**src/rtl/core/dltq_pkg.sv**
```systemverilog
// Package for the delta-list timeout queue: sizes, codes, item and
// memory word types shared by the controller and the testbench.
// No dependencies.
`default_nettype none
package dltq_pkg;

	localparam int NUM_ENTRIES = 16;
	localparam int TICK_BITS   = 16;
	localparam int LINK_W      = $clog2(NUM_ENTRIES + 1);
	localparam int IDX_W       = $clog2(NUM_ENTRIES);
	localparam int WORD_W      = TICK_BITS + 2 * LINK_W;

	typedef logic [TICK_BITS-1:0] tick_t;
	typedef logic [LINK_W-1:0]    link_t;
	typedef logic [IDX_W-1:0]     idx_t;
	typedef logic [3:0]           id_t;

	localparam link_t NIL_LINK = link_t'(NUM_ENTRIES);
	localparam logic [32:0] TICK_MAX = (33'd1 << TICK_BITS) - 33'd1;

	typedef enum logic [1:0] {
		MODE_INSERT = 2'd0,
		MODE_CANCEL = 2'd1,
		MODE_TICK   = 2'd2,
		MODE_NONE   = 2'd3
	} mode_t;

	typedef enum logic [1:0] {
		ST_OK         = 2'd0,
		ST_BAD_TIME   = 2'd1,
		ST_NOT_LINKED = 2'd2,
		ST_DUP_LINK   = 2'd3
	} status_t;

	typedef struct packed {
		logic [1:0]  mode;
		logic [3:0]  entry_id;
		logic [15:0] timeout_ticks;
	} cmd_t;

	typedef struct packed {
		logic [1:0] status;
		logic       expired_valid;
		logic [3:0] expired_id;
		logic       last;
	} result_t;

	typedef struct packed {
		tick_t delta;
		link_t next;
		link_t prev;
	} word_t;

	typedef enum logic [3:0] {
		S_IDLE,
		S_RESP,
		S_INS_RD,
		S_INS_CHK,
		S_INS_WE,
		S_INS_WC,
		S_INS_WP,
		S_CAN_RE,
		S_CAN_GE,
		S_CAN_RN,
		S_CAN_GN,
		S_CAN_RP,
		S_CAN_GP,
		S_CAN_FIN,
		S_TICK_RH,
		S_TICK_GH
	} state_t;

	typedef enum logic [1:0] {
		P_NONE,
		P_POP,
		P_NEXT
	} pop_t;

	// link points at a real entry
	function automatic logic link_ok(link_t l);
		return 32'(l) < NUM_ENTRIES;
	endfunction

endpackage
`default_nettype wire

```
**src/rtl/core/dltq_ram.sv**
```systemverilog
// Generic single write, single read RAM with registered read data.
// Standalone; used for the entry table of the timeout queue.
`default_nettype none
module dltq_ram #(
	parameter int WIDTH = 8,
	parameter int DEPTH = 16
) (
	input  wire logic                     clk,
	input  wire logic                     we,
	input  wire logic [$clog2(DEPTH)-1:0] waddr,
	input  wire logic [WIDTH-1:0]         wdata,
	input  wire logic                     re,
	input  wire logic [$clog2(DEPTH)-1:0] raddr,
	output logic      [WIDTH-1:0]         rdata
);

	logic [WIDTH-1:0] mem_q [DEPTH];

	// write port
	always_ff @(posedge clk) begin
		if (we) begin
			mem_q[waddr] <= wdata;
		end
	end

	// registered read port
	always_ff @(posedge clk) begin
		if (re) begin
			rdata <= mem_q[raddr];
		end
	end

endmodule
`default_nettype wire

```
**src/rtl/core/delta_list_timeout_queue.sv**
```systemverilog
// Delta-list timeout queue: one item per command, results on a one-cycle strobe.
// Insert walks the list reading one entry at a time; cancel reads the entry and then
// updates each neighbor; tick decrements the head and pops each expired entry;
// rejects and the unused mode respond directly.
// Throughput: one item at a time; busy drops while the last result is shown.
// Reset clears links and head and sets max_period to 65535; no RAM clearing pass.
// The receiver cannot stall; each result is shown for one cycle.
`default_nettype none
module delta_list_timeout_queue (
	input  wire logic             clk,
	input  wire logic             arst_n,
	input  wire logic             start,
	output logic                  busy,
	input  wire dltq_pkg::cmd_t   cmd,
	output logic                  done,
	output dltq_pkg::result_t     result,
	input  wire logic             cfg_we,
	input  wire logic [15:0]      cfg_data
);

	dltq_pkg::state_t state_q, state_d;
	dltq_pkg::pop_t   pop_q, pop_d;
	dltq_pkg::link_t  e_q, cur_q, prv_q, hid_q, head_q;
	dltq_pkg::tick_t  d_q;
	dltq_pkg::word_t  cw_q, pw_q, rd;
	logic [1:0]       st_q;
	logic [15:0]      maxp_q;
	logic [dltq_pkg::NUM_ENTRIES-1:0] linked_q;
	logic             done_q;
	dltq_pkg::result_t res_q;

	logic             ram_we, ram_re;
	dltq_pkg::link_t  ram_waddr, ram_raddr;
	dltq_pkg::word_t  ram_wdata;
	logic [dltq_pkg::WORD_W-1:0] ram_rdata;
	logic             emit;
	dltq_pkg::result_t emit_res;

	logic             accept, t_bad, e_ok, e_linked;
	dltq_pkg::tick_t  dnew;
	logic [dltq_pkg::TICK_BITS:0] csum;
	dltq_pkg::tick_t  csat;

	assign accept   = start && !busy;
	assign busy     = (state_q != dltq_pkg::S_IDLE) || (pop_q != dltq_pkg::P_NONE);
	assign rd       = dltq_pkg::word_t'(ram_rdata);
	assign t_bad    = (cmd.timeout_ticks == 16'd0) || (cmd.timeout_ticks > maxp_q)
		|| ({17'd0, cmd.timeout_ticks} > dltq_pkg::TICK_MAX);
	assign e_ok     = 32'(cmd.entry_id) < dltq_pkg::NUM_ENTRIES;
	assign e_linked = linked_q[dltq_pkg::idx_t'(cmd.entry_id)];
	assign dnew     = (rd.delta != '0) ? rd.delta - 1'b1 : rd.delta;
	assign csum     = {1'b0, rd.delta} + {1'b0, cw_q.delta};
	assign csat     = csum[dltq_pkg::TICK_BITS] ? '1 : csum[dltq_pkg::TICK_BITS-1:0];

	dltq_ram #(
		.WIDTH(dltq_pkg::WORD_W),
		.DEPTH(dltq_pkg::NUM_ENTRIES)
	) u_ram (
		.clk   (clk),
		.we    (ram_we),
		.waddr (ram_waddr[dltq_pkg::IDX_W-1:0]),
		.wdata (ram_wdata),
		.re    (ram_re),
		.raddr (ram_raddr[dltq_pkg::IDX_W-1:0]),
		.rdata (ram_rdata)
	);

	// next state
	always_comb begin
		state_d = state_q;
		pop_d   = pop_q;
		if (pop_q == dltq_pkg::P_POP) begin
			pop_d = dltq_pkg::link_ok(cw_q.next) ? dltq_pkg::P_NEXT : dltq_pkg::P_NONE;
		end else if (pop_q == dltq_pkg::P_NEXT) begin
			pop_d = (rd.delta == '0) ? dltq_pkg::P_POP : dltq_pkg::P_NONE;
		end else begin
			unique case (state_q)
				dltq_pkg::S_IDLE: begin
					if (accept) begin
						unique case (dltq_pkg::mode_t'(cmd.mode))
							dltq_pkg::MODE_INSERT:
								state_d = (t_bad || !e_ok || e_linked) ?
									dltq_pkg::S_RESP : dltq_pkg::S_INS_RD;
							dltq_pkg::MODE_CANCEL:
								state_d = (!e_ok || !e_linked) ?
									dltq_pkg::S_RESP : dltq_pkg::S_CAN_RE;
							dltq_pkg::MODE_TICK: state_d = dltq_pkg::S_TICK_RH;
							default:             state_d = dltq_pkg::S_RESP;
						endcase
					end
				end
				dltq_pkg::S_RESP:    state_d = dltq_pkg::S_IDLE;
				dltq_pkg::S_INS_RD:
					state_d = dltq_pkg::link_ok(cur_q) ? dltq_pkg::S_INS_CHK
						: dltq_pkg::S_INS_WE;
				dltq_pkg::S_INS_CHK:
					state_d = (rd.delta < d_q) ? dltq_pkg::S_INS_RD : dltq_pkg::S_INS_WE;
				dltq_pkg::S_INS_WE:  state_d = dltq_pkg::S_INS_WC;
				dltq_pkg::S_INS_WC:  state_d = dltq_pkg::S_INS_WP;
				dltq_pkg::S_INS_WP:  state_d = dltq_pkg::S_IDLE;
				dltq_pkg::S_CAN_RE:  state_d = dltq_pkg::S_CAN_GE;
				dltq_pkg::S_CAN_GE:  state_d = dltq_pkg::S_CAN_RN;
				dltq_pkg::S_CAN_RN:
					state_d = dltq_pkg::link_ok(cw_q.next) ? dltq_pkg::S_CAN_GN
						: dltq_pkg::S_CAN_RP;
				dltq_pkg::S_CAN_GN:  state_d = dltq_pkg::S_CAN_RP;
				dltq_pkg::S_CAN_RP:
					state_d = dltq_pkg::link_ok(cw_q.prev) ? dltq_pkg::S_CAN_GP
						: dltq_pkg::S_CAN_FIN;
				dltq_pkg::S_CAN_GP:  state_d = dltq_pkg::S_CAN_FIN;
				dltq_pkg::S_CAN_FIN: state_d = dltq_pkg::S_IDLE;
				dltq_pkg::S_TICK_RH:
					state_d = dltq_pkg::link_ok(head_q) ? dltq_pkg::S_TICK_GH
						: dltq_pkg::S_RESP;
				dltq_pkg::S_TICK_GH: begin
					state_d = dltq_pkg::S_IDLE;
					if (dnew == '0) begin
						pop_d = dltq_pkg::P_POP;
					end
				end
				default: state_d = dltq_pkg::S_IDLE;
			endcase
		end
	end

	// RAM access and result emission
	always_comb begin
		ram_we    = 1'b0;
		ram_waddr = cur_q;
		ram_wdata = cw_q;
		ram_re    = 1'b0;
		ram_raddr = cur_q;
		emit      = 1'b0;
		emit_res  = '{status: st_q, expired_valid: 1'b0, expired_id: 4'd0, last: 1'b1};
		if (pop_q == dltq_pkg::P_POP) begin
			ram_re    = dltq_pkg::link_ok(cw_q.next);
			ram_raddr = cw_q.next;
			if (!dltq_pkg::link_ok(cw_q.next)) begin
				emit     = 1'b1;
				emit_res = '{status: dltq_pkg::ST_OK, expired_valid: 1'b1,
					expired_id: dltq_pkg::id_t'(hid_q), last: 1'b1};
			end
		end else if (pop_q == dltq_pkg::P_NEXT) begin
			ram_we    = 1'b1;
			ram_waddr = cw_q.next;
			ram_wdata = '{delta: rd.delta, next: rd.next, prev: dltq_pkg::NIL_LINK};
			emit      = 1'b1;
			emit_res  = '{status: dltq_pkg::ST_OK, expired_valid: 1'b1,
				expired_id: dltq_pkg::id_t'(hid_q), last: (rd.delta != '0)};
		end else begin
			unique case (state_q)
				dltq_pkg::S_RESP: emit = 1'b1;
				dltq_pkg::S_INS_RD: begin
					ram_re    = dltq_pkg::link_ok(cur_q);
					ram_raddr = cur_q;
				end
				dltq_pkg::S_INS_WE: begin
					ram_we    = 1'b1;
					ram_waddr = e_q;
					ram_wdata = '{delta: d_q, next: cur_q, prev: prv_q};
				end
				dltq_pkg::S_INS_WC: begin
					ram_we    = dltq_pkg::link_ok(cur_q);
					ram_waddr = cur_q;
					ram_wdata = '{delta: cw_q.delta - d_q, next: cw_q.next, prev: e_q};
				end
				dltq_pkg::S_INS_WP: begin
					ram_we    = dltq_pkg::link_ok(prv_q);
					ram_waddr = prv_q;
					ram_wdata = '{delta: pw_q.delta, next: e_q, prev: pw_q.prev};
					emit      = 1'b1;
				end
				dltq_pkg::S_CAN_RE: begin
					ram_re    = 1'b1;
					ram_raddr = e_q;
				end
				dltq_pkg::S_CAN_RN: begin
					ram_re    = dltq_pkg::link_ok(cw_q.next);
					ram_raddr = cw_q.next;
				end
				dltq_pkg::S_CAN_GN: begin
					ram_we    = 1'b1;
					ram_waddr = cw_q.next;
					ram_wdata = '{delta: csat, next: rd.next, prev: cw_q.prev};
				end
				dltq_pkg::S_CAN_RP: begin
					ram_re    = dltq_pkg::link_ok(cw_q.prev);
					ram_raddr = cw_q.prev;
				end
				dltq_pkg::S_CAN_GP: begin
					ram_we    = 1'b1;
					ram_waddr = cw_q.prev;
					ram_wdata = '{delta: rd.delta, next: cw_q.next, prev: rd.prev};
				end
				dltq_pkg::S_CAN_FIN: emit = 1'b1;
				dltq_pkg::S_TICK_RH: begin
					ram_re    = dltq_pkg::link_ok(head_q);
					ram_raddr = head_q;
				end
				dltq_pkg::S_TICK_GH: begin
					if (dnew != '0) begin
						ram_we    = 1'b1;
						ram_waddr = head_q;
						ram_wdata = '{delta: dnew, next: rd.next, prev: rd.prev};
						emit      = 1'b1;
					end
				end
				default: ;
			endcase
		end
	end

	// control state, list head and link flags
	always_ff @(posedge clk or negedge arst_n) begin
		if (!arst_n) begin
			state_q  <= dltq_pkg::S_IDLE;
			pop_q    <= dltq_pkg::P_NONE;
			head_q   <= dltq_pkg::NIL_LINK;
			linked_q <= '0;
			maxp_q   <= 16'hFFFF;
			done_q   <= 1'b0;
		end else begin
			state_q <= state_d;
			pop_q   <= pop_d;
			done_q  <= emit;
			if (cfg_we) begin
				maxp_q <= cfg_data;
			end
			if (pop_q == dltq_pkg::P_POP) begin
				linked_q[hid_q[dltq_pkg::IDX_W-1:0]] <= 1'b0;
				if (!dltq_pkg::link_ok(cw_q.next)) begin
					head_q <= dltq_pkg::NIL_LINK;
				end
			end else if (pop_q == dltq_pkg::P_NEXT) begin
				head_q <= cw_q.next;
			end else if (state_q == dltq_pkg::S_INS_WP) begin
				linked_q[e_q[dltq_pkg::IDX_W-1:0]] <= 1'b1;
				if (!dltq_pkg::link_ok(prv_q)) begin
					head_q <= e_q;
				end
			end else if (state_q == dltq_pkg::S_CAN_FIN) begin
				linked_q[e_q[dltq_pkg::IDX_W-1:0]] <= 1'b0;
				if (!dltq_pkg::link_ok(cw_q.prev)) begin
					head_q <= cw_q.next;
				end
			end
		end
	end

	// working registers of the current item
	always_ff @(posedge clk) begin
		if (emit) begin
			res_q <= emit_res;
		end
		if (pop_q == dltq_pkg::P_NEXT) begin
			// advance the pop to the new head
			if (rd.delta == '0) begin
				cw_q  <= rd;
				hid_q <= cw_q.next;
			end
		end else if (pop_q == dltq_pkg::P_NONE) begin
			unique case (state_q)
				dltq_pkg::S_IDLE: begin
					e_q   <= dltq_pkg::link_t'(cmd.entry_id);
					d_q   <= dltq_pkg::tick_t'(cmd.timeout_ticks);
					cur_q <= head_q;
					prv_q <= dltq_pkg::NIL_LINK;
					st_q  <= dltq_pkg::ST_OK;
					if (cmd.mode == dltq_pkg::MODE_INSERT) begin
						if (t_bad) begin
							st_q <= dltq_pkg::ST_BAD_TIME;
						end else if (!e_ok) begin
							st_q <= dltq_pkg::ST_NOT_LINKED;
						end else if (e_linked) begin
							st_q <= dltq_pkg::ST_DUP_LINK;
						end
					end else if (cmd.mode == dltq_pkg::MODE_CANCEL) begin
						if (!e_ok || !e_linked) begin
							st_q <= dltq_pkg::ST_NOT_LINKED;
						end
					end
				end
				dltq_pkg::S_INS_CHK: begin
					// step past entries that expire strictly earlier
					if (rd.delta < d_q) begin
						d_q   <= d_q - rd.delta;
						pw_q  <= rd;
						prv_q <= cur_q;
						cur_q <= rd.next;
					end else begin
						cw_q <= rd;
					end
				end
				dltq_pkg::S_CAN_GE: cw_q <= rd;
				dltq_pkg::S_TICK_GH: begin
					cw_q  <= rd;
					hid_q <= head_q;
				end
				default: ;
			endcase
		end
	end

	assign done   = done_q;
	assign result = res_q;

	// every accepted item makes the block busy on the next cycle
	a_accept_busy: assert property (@(posedge clk) disable iff (!arst_n)
		start && !busy |=> busy)
		else $error("accepted item did not raise busy");

	// the final result of an item frees the block
	a_last_idle: assert property (@(posedge clk) disable iff (!arst_n)
		done && result.last |-> !busy)
		else $error("busy after last result");

	// more results pending keep the block busy
	a_more_busy: assert property (@(posedge clk) disable iff (!arst_n)
		done && !result.last |-> busy && result.expired_valid)
		else $error("non-final result outside a tick pop");

	// expiry results always carry ok status
	a_exp_ok: assert property (@(posedge clk) disable iff (!arst_n)
		done && result.expired_valid |-> result.status == dltq_pkg::ST_OK)
		else $error("expired entry with error status");

endmodule
`default_nettype wire

```
**config.mk**
```make
export PLATFORM = sky130hd
export DESIGN_NAME = delta_list_timeout_queue
export DESIGN_NICKNAME = d
export VERILOG_FILES = /design/src/rtl/core/dltq_pkg.sv /design/src/rtl/core/dltq_ram.sv /design/src/rtl/core/delta_list_timeout_queue.sv
export SDC_FILE = /design/constraint.sdc
export NUM_CORES = 1
export LEC_CHECK = 0
export BUFFER_PORTS_ARGS = -buffer_cell sky130_fd_sc_hd__buf_2
export CAP_MARGIN = 20
export CORE_MARGIN = 2
export CORE_UTILIZATION = 60
export DETAILED_ROUTE_END_ITERATION = 8
export PLACE_DENSITY = 0.89
export SYNTH_ARGS = -nofsm -noshare
export SYNTH_HDL_FRONTEND = slang
export SYNTH_SLANG_ARGS = --single-unit
```
**constraint.sdc**
```tcl
create_clock -name clk -period 19.2 [get_ports clk]
set_clock_uncertainty 0.05 [all_clocks]
set_input_delay 1.92 -clock clk [delete_from_list [all_inputs] [get_ports clk]]
set_output_delay 1.92 -clock clk [all_outputs]
set_load 0.03 [all_outputs]
```
==> metrics.md <==
| Metric | Value |
|---|---|
| Status | `completed` |
| Routed met3 length | `7379 um` |
| Seq pwr share | `38.2%` |
| Die Y-Extent | `219.4 um` |
| Net Sw Power | `2.088 mW` |
| Most common cell after layout, fill and taps aside | `edfxtp_1` |
| Top layer reached by signal wires | `met5` |
| Cell Area, Synth | `27830 um^2` |
| Worst r2r src | `u_ram.rdata[11]$_DFFE_PP_` |
| Peak VDD IR | `0.0001446 V` |
| Number of clock sinks | `577` |
| Nets | `2174` |
| Clk_lat worst skew | `650 ps` |
| RSZ-0062 raised after global routing | `no` |
| Dpl ws | `13220 ps` |
| RePlAce Congestion | `0.9439` |
| Total Routing Usage GR | `31.71%` |
| Pins over their slew limit | `0` |
| # IOs | `52` |
| Initial antenna violation count | `1` |
| WL met1 | `28050 um` |
| DRC Markers | `0` |
| Std-Cell Rows | `78` |
| Final setup fails | `0` |
| ANT cells | `0` |
| Biggest area consumer among synthesized cells | `edfxtp_1` |
| Reg2Reg Setup Slack | `13200 ps` |
| Number of I/O port buffers | `51` |
| CTS root buf | `clkbuf_16` |
| Share of cells above drive strength 1 | `17.42%` |
| Met2 WL post-DR | `37320 um` |
| EDFF count, synth | `533` |
| Cell-internal power | `3.381 mW` |
| Vias per cell | `6.970` |
| Hold buffers post-CTS | `0` |
| Most frequent cells in the layout | `edfxtp_1 (533), nand2_1 (134), o21ai_0 (127), mux4_2 (109), a21oi_1 (106)` |
| WHS Path Cells | `0` |
| MaxCap Viol Count | `0` |
| Top_reg_cell synth | `edfxtp_1` |
| Synthesized flop and latch total | `577` |
| CTS tree | `done` |
| WP data required | `19450 ps` |
| DRT antenna net count | `0` |
| Initial DRC count | `2688` |
| Placed instance area | `28980 um^2` |
| Total CTS buffers | `56` |
| DR WL/cell | `27.86 um` |
| Synth Net Count | `2106` |
| Top-area cell type share of the netlist area | `57.51%` |
| Tcrit/Tclk final | `31.26%` |
| Final Hold Violating Endpoints | `0` |
| Chip width | `219.4 um` |
| Slew headroom | `19.82%` |
| Largest net degree at the start of global routing | `105` |
| Final min period | `6002 ps` |
| Design Area, Final | `30870 um^2` |
| Async S/R FF share, synth | `7.626%` |
| Power share of the clock group | `20.1%` |
| Final worst slack | `13200 ps` |
| Syn. warnings | `0` |
| Global-route wire length before repair | `113500 um` |
| Logic gate share of total power | `41.8%` |
| P per Cell Area | `177.2 nW/um^2` |
| Switching share of power | `38.18%` |
| Max Root-Sink Buffers | `3` |
| Synth top area cells | `edfxtp_1 (58%), mux4_2 (8.8%), mux2i_1 (3.2%)` |
| H-tree depth | `2` |
| Crit end category | `register` |
| DIE AREA | `48130 um^2` |
| Crit Path Class | `reg -> reg` |
| Leak Pwr | `10.64 nW` |
| Crit path max fanout | `20` |
| Syn-to-layout area delta | `10.90%` |
| Setup Buffers After CTS | `0` |
| Worst setup path endpoint | `u_ram.mem_q[9][5]$_DFFE_PP_` |
| Core area | `45580 um^2` |
| Final WL | `75250 um` |
| FF-to-FF path depth | `12` |
| Post-Syn Instances | `1991` |
| Arr. time, crit path | `6250 ps` |
| Grt total ovfl | `0` |
| DR vias | `18830` |
| Initial Util | `61.07%` |
| Peak Freq | `0.1666 GHz` |
| Worst-Margin Slew | `1197 ps` |
| Mapped Avg Cell Area | `13.98 um^2` |
| Distinct cells, synth | `80` |
| TNS Setup | `0 ps` |
| Worst Hold Class | `reg -> reg` |
| TritonRoute pass-1 iters | `8` |
| PostCTS Resize Cnt | `0` |
| Vias in the first global route | `18720` |
| CP Launch Type | `register` |
| Fillers | `2980` |
| Worst Setup SP | `u_ram.rdata[11]$_DFFE_PP_` |
| RR Endpoint | `u_ram.mem_q[9][5]$_DFFE_PP_` |
| Sequential fraction of the synthesis area | `61.54%` |
| HPWL Detailed | `47250 um` |
| Clock Pin Slew Worst Setup and Hold Paths | `70 ps` |
==> sequential cells by signal, indices dropped and copies added (netlist names), 8 cells and up, named ones only <==
name	cells
d_q	16
pw_q	21
u_ram.mem_q	416
u_ram.rdata	26
maxp_q	16
cw_q	26
result	8
==> synth_stat cells (8+ instances only) <==
cell type / n
mux2i_1: 88
mux4_2: 109
nand4_1: 13
o211ai_1: 13
dfrtp_1: 27
edfxtp_1: 533
ha_1: 70
o31ai_1: 13
nor2_1: 89
and3_1: 8
nand3_1: 31
xor2_1: 8
dfstp_2: 17
nor4_1: 24
xnor2_1: 25
nand2b_1: 19
buf_2: 18
a222oi_1: 18
a31oi_1: 21
nand2_1: 134
a22oi_1: 22
o21ai_0: 128
a21oi_1: 110
o22ai_1: 27
buf_1: 11
clkbuf_1: 71
nor3b_1: 11
a21o_1: 14
nor2b_1: 20
and2_1: 13
nor4b_1: 8
inv_1: 89
nor3_1: 33
a22o_1: 15
o21a_1: 16
a211oi_1: 10
==> cell families (layout without fill, tap and decap cells) <==
kind of cell | after synthesis | in the layout | share of synthesized area (%)
DFF | 577 | 577 | 61.54
and+or+nand+nor | 436 | 436 | 7.980
adders and majority gates | 73 | 73 | 3.363
muxes | 204 | 204 | 12.27
xor gates and xnor gates | 33 | 33 | 1.038
buffers and inverters | 192 | 302 | 2.738
AOI/OAI and AO/OA | 476 | 476 | 11.07
==> worst max-delay path, stage by stage, from the launching register on <==
cell and delay, ps:
edfxtp_1 560, inv_1 240, ha_1 240, nor4b_1 430, nand4_1 630, nor4b_4 340, xnor2_1 190, or4_1 490
and4bb_4 370, mux2i_1 470, o21ai_1 400, nor4_2 810, buf_4 440
==> routing by layer <==
layer  GRT usage [%]  vias up
li1                -     8009
met4           11.96        2
met3           4.962      195
met2           53.02     1266
met1           42.22     9353
met5               0        -
==> how the worst min path moves through the flow <==
stage                             start                end  slack (ps)
2_1_floorplan  u_ram.rdata[5]$_DFFE_PP_  cw_q[5]$_DFFE_PP_         380
3_3_place_gp   u_ram.rdata[5]$_DFFE_PP_  cw_q[5]$_DFFE_PP_         390
3_5_place_dp   u_ram.rdata[5]$_DFFE_PP_  cw_q[5]$_DFFE_PP_         400
4_1_cts        u_ram.rdata[5]$_DFFE_PP_  cw_q[5]$_DFFE_PP_         420
5_1_grt        u_ram.rdata[5]$_DFFE_PP_  cw_q[5]$_DFFE_PP_         450
6_report       u_ram.rdata[5]$_DFFE_PP_  cw_q[5]$_DFFE_PP_         420
==> metrics by stage <==
step	utilization, %	hold slack (ps)	instances	total power [mW]
2_1_floorplan	-	376.4	1991	3.528
6_report	67.72	422.9	2701	5.469
3_5_place_dp	63.58	403.6	2593	4.283
4_1_cts	67.55	415.3	2693	5.413
5_1_grt	67.72	449.9	2701	5.675
3_3_place_gp	63.58	386.7	2593	4.148
==> power groups by stage <==
| stage | registers, mW | clock network (mW) | logic, mW |
|---|---|---|---|
| floorplan | 2.03 | 0 | 1.50 |
| global placement | 2.08 | 0 | 2.07 |
| detailed placement | 2.10 | 0 | 2.18 |
| CTS | 2.08 | 1.11 | 2.22 |
| global route | 2.10 | 1.15 | 2.42 |
| finish | 2.09 | 1.10 | 2.28 |
==> final cells by class <==
cell class	count	area (um^2)	share of cell area [%]
clock buffer	71	1458	4.723
clock inverter	29	349.1	1.131
inverter	89	334.1	1.082
multi-input combinational	1222	10100	32.73
sequential	577	17130	55.49
tap	600	750.7	2.432
timing repair buffer	113	743.2	2.408
Note: power is estimated with default switching activity, not from simulation.
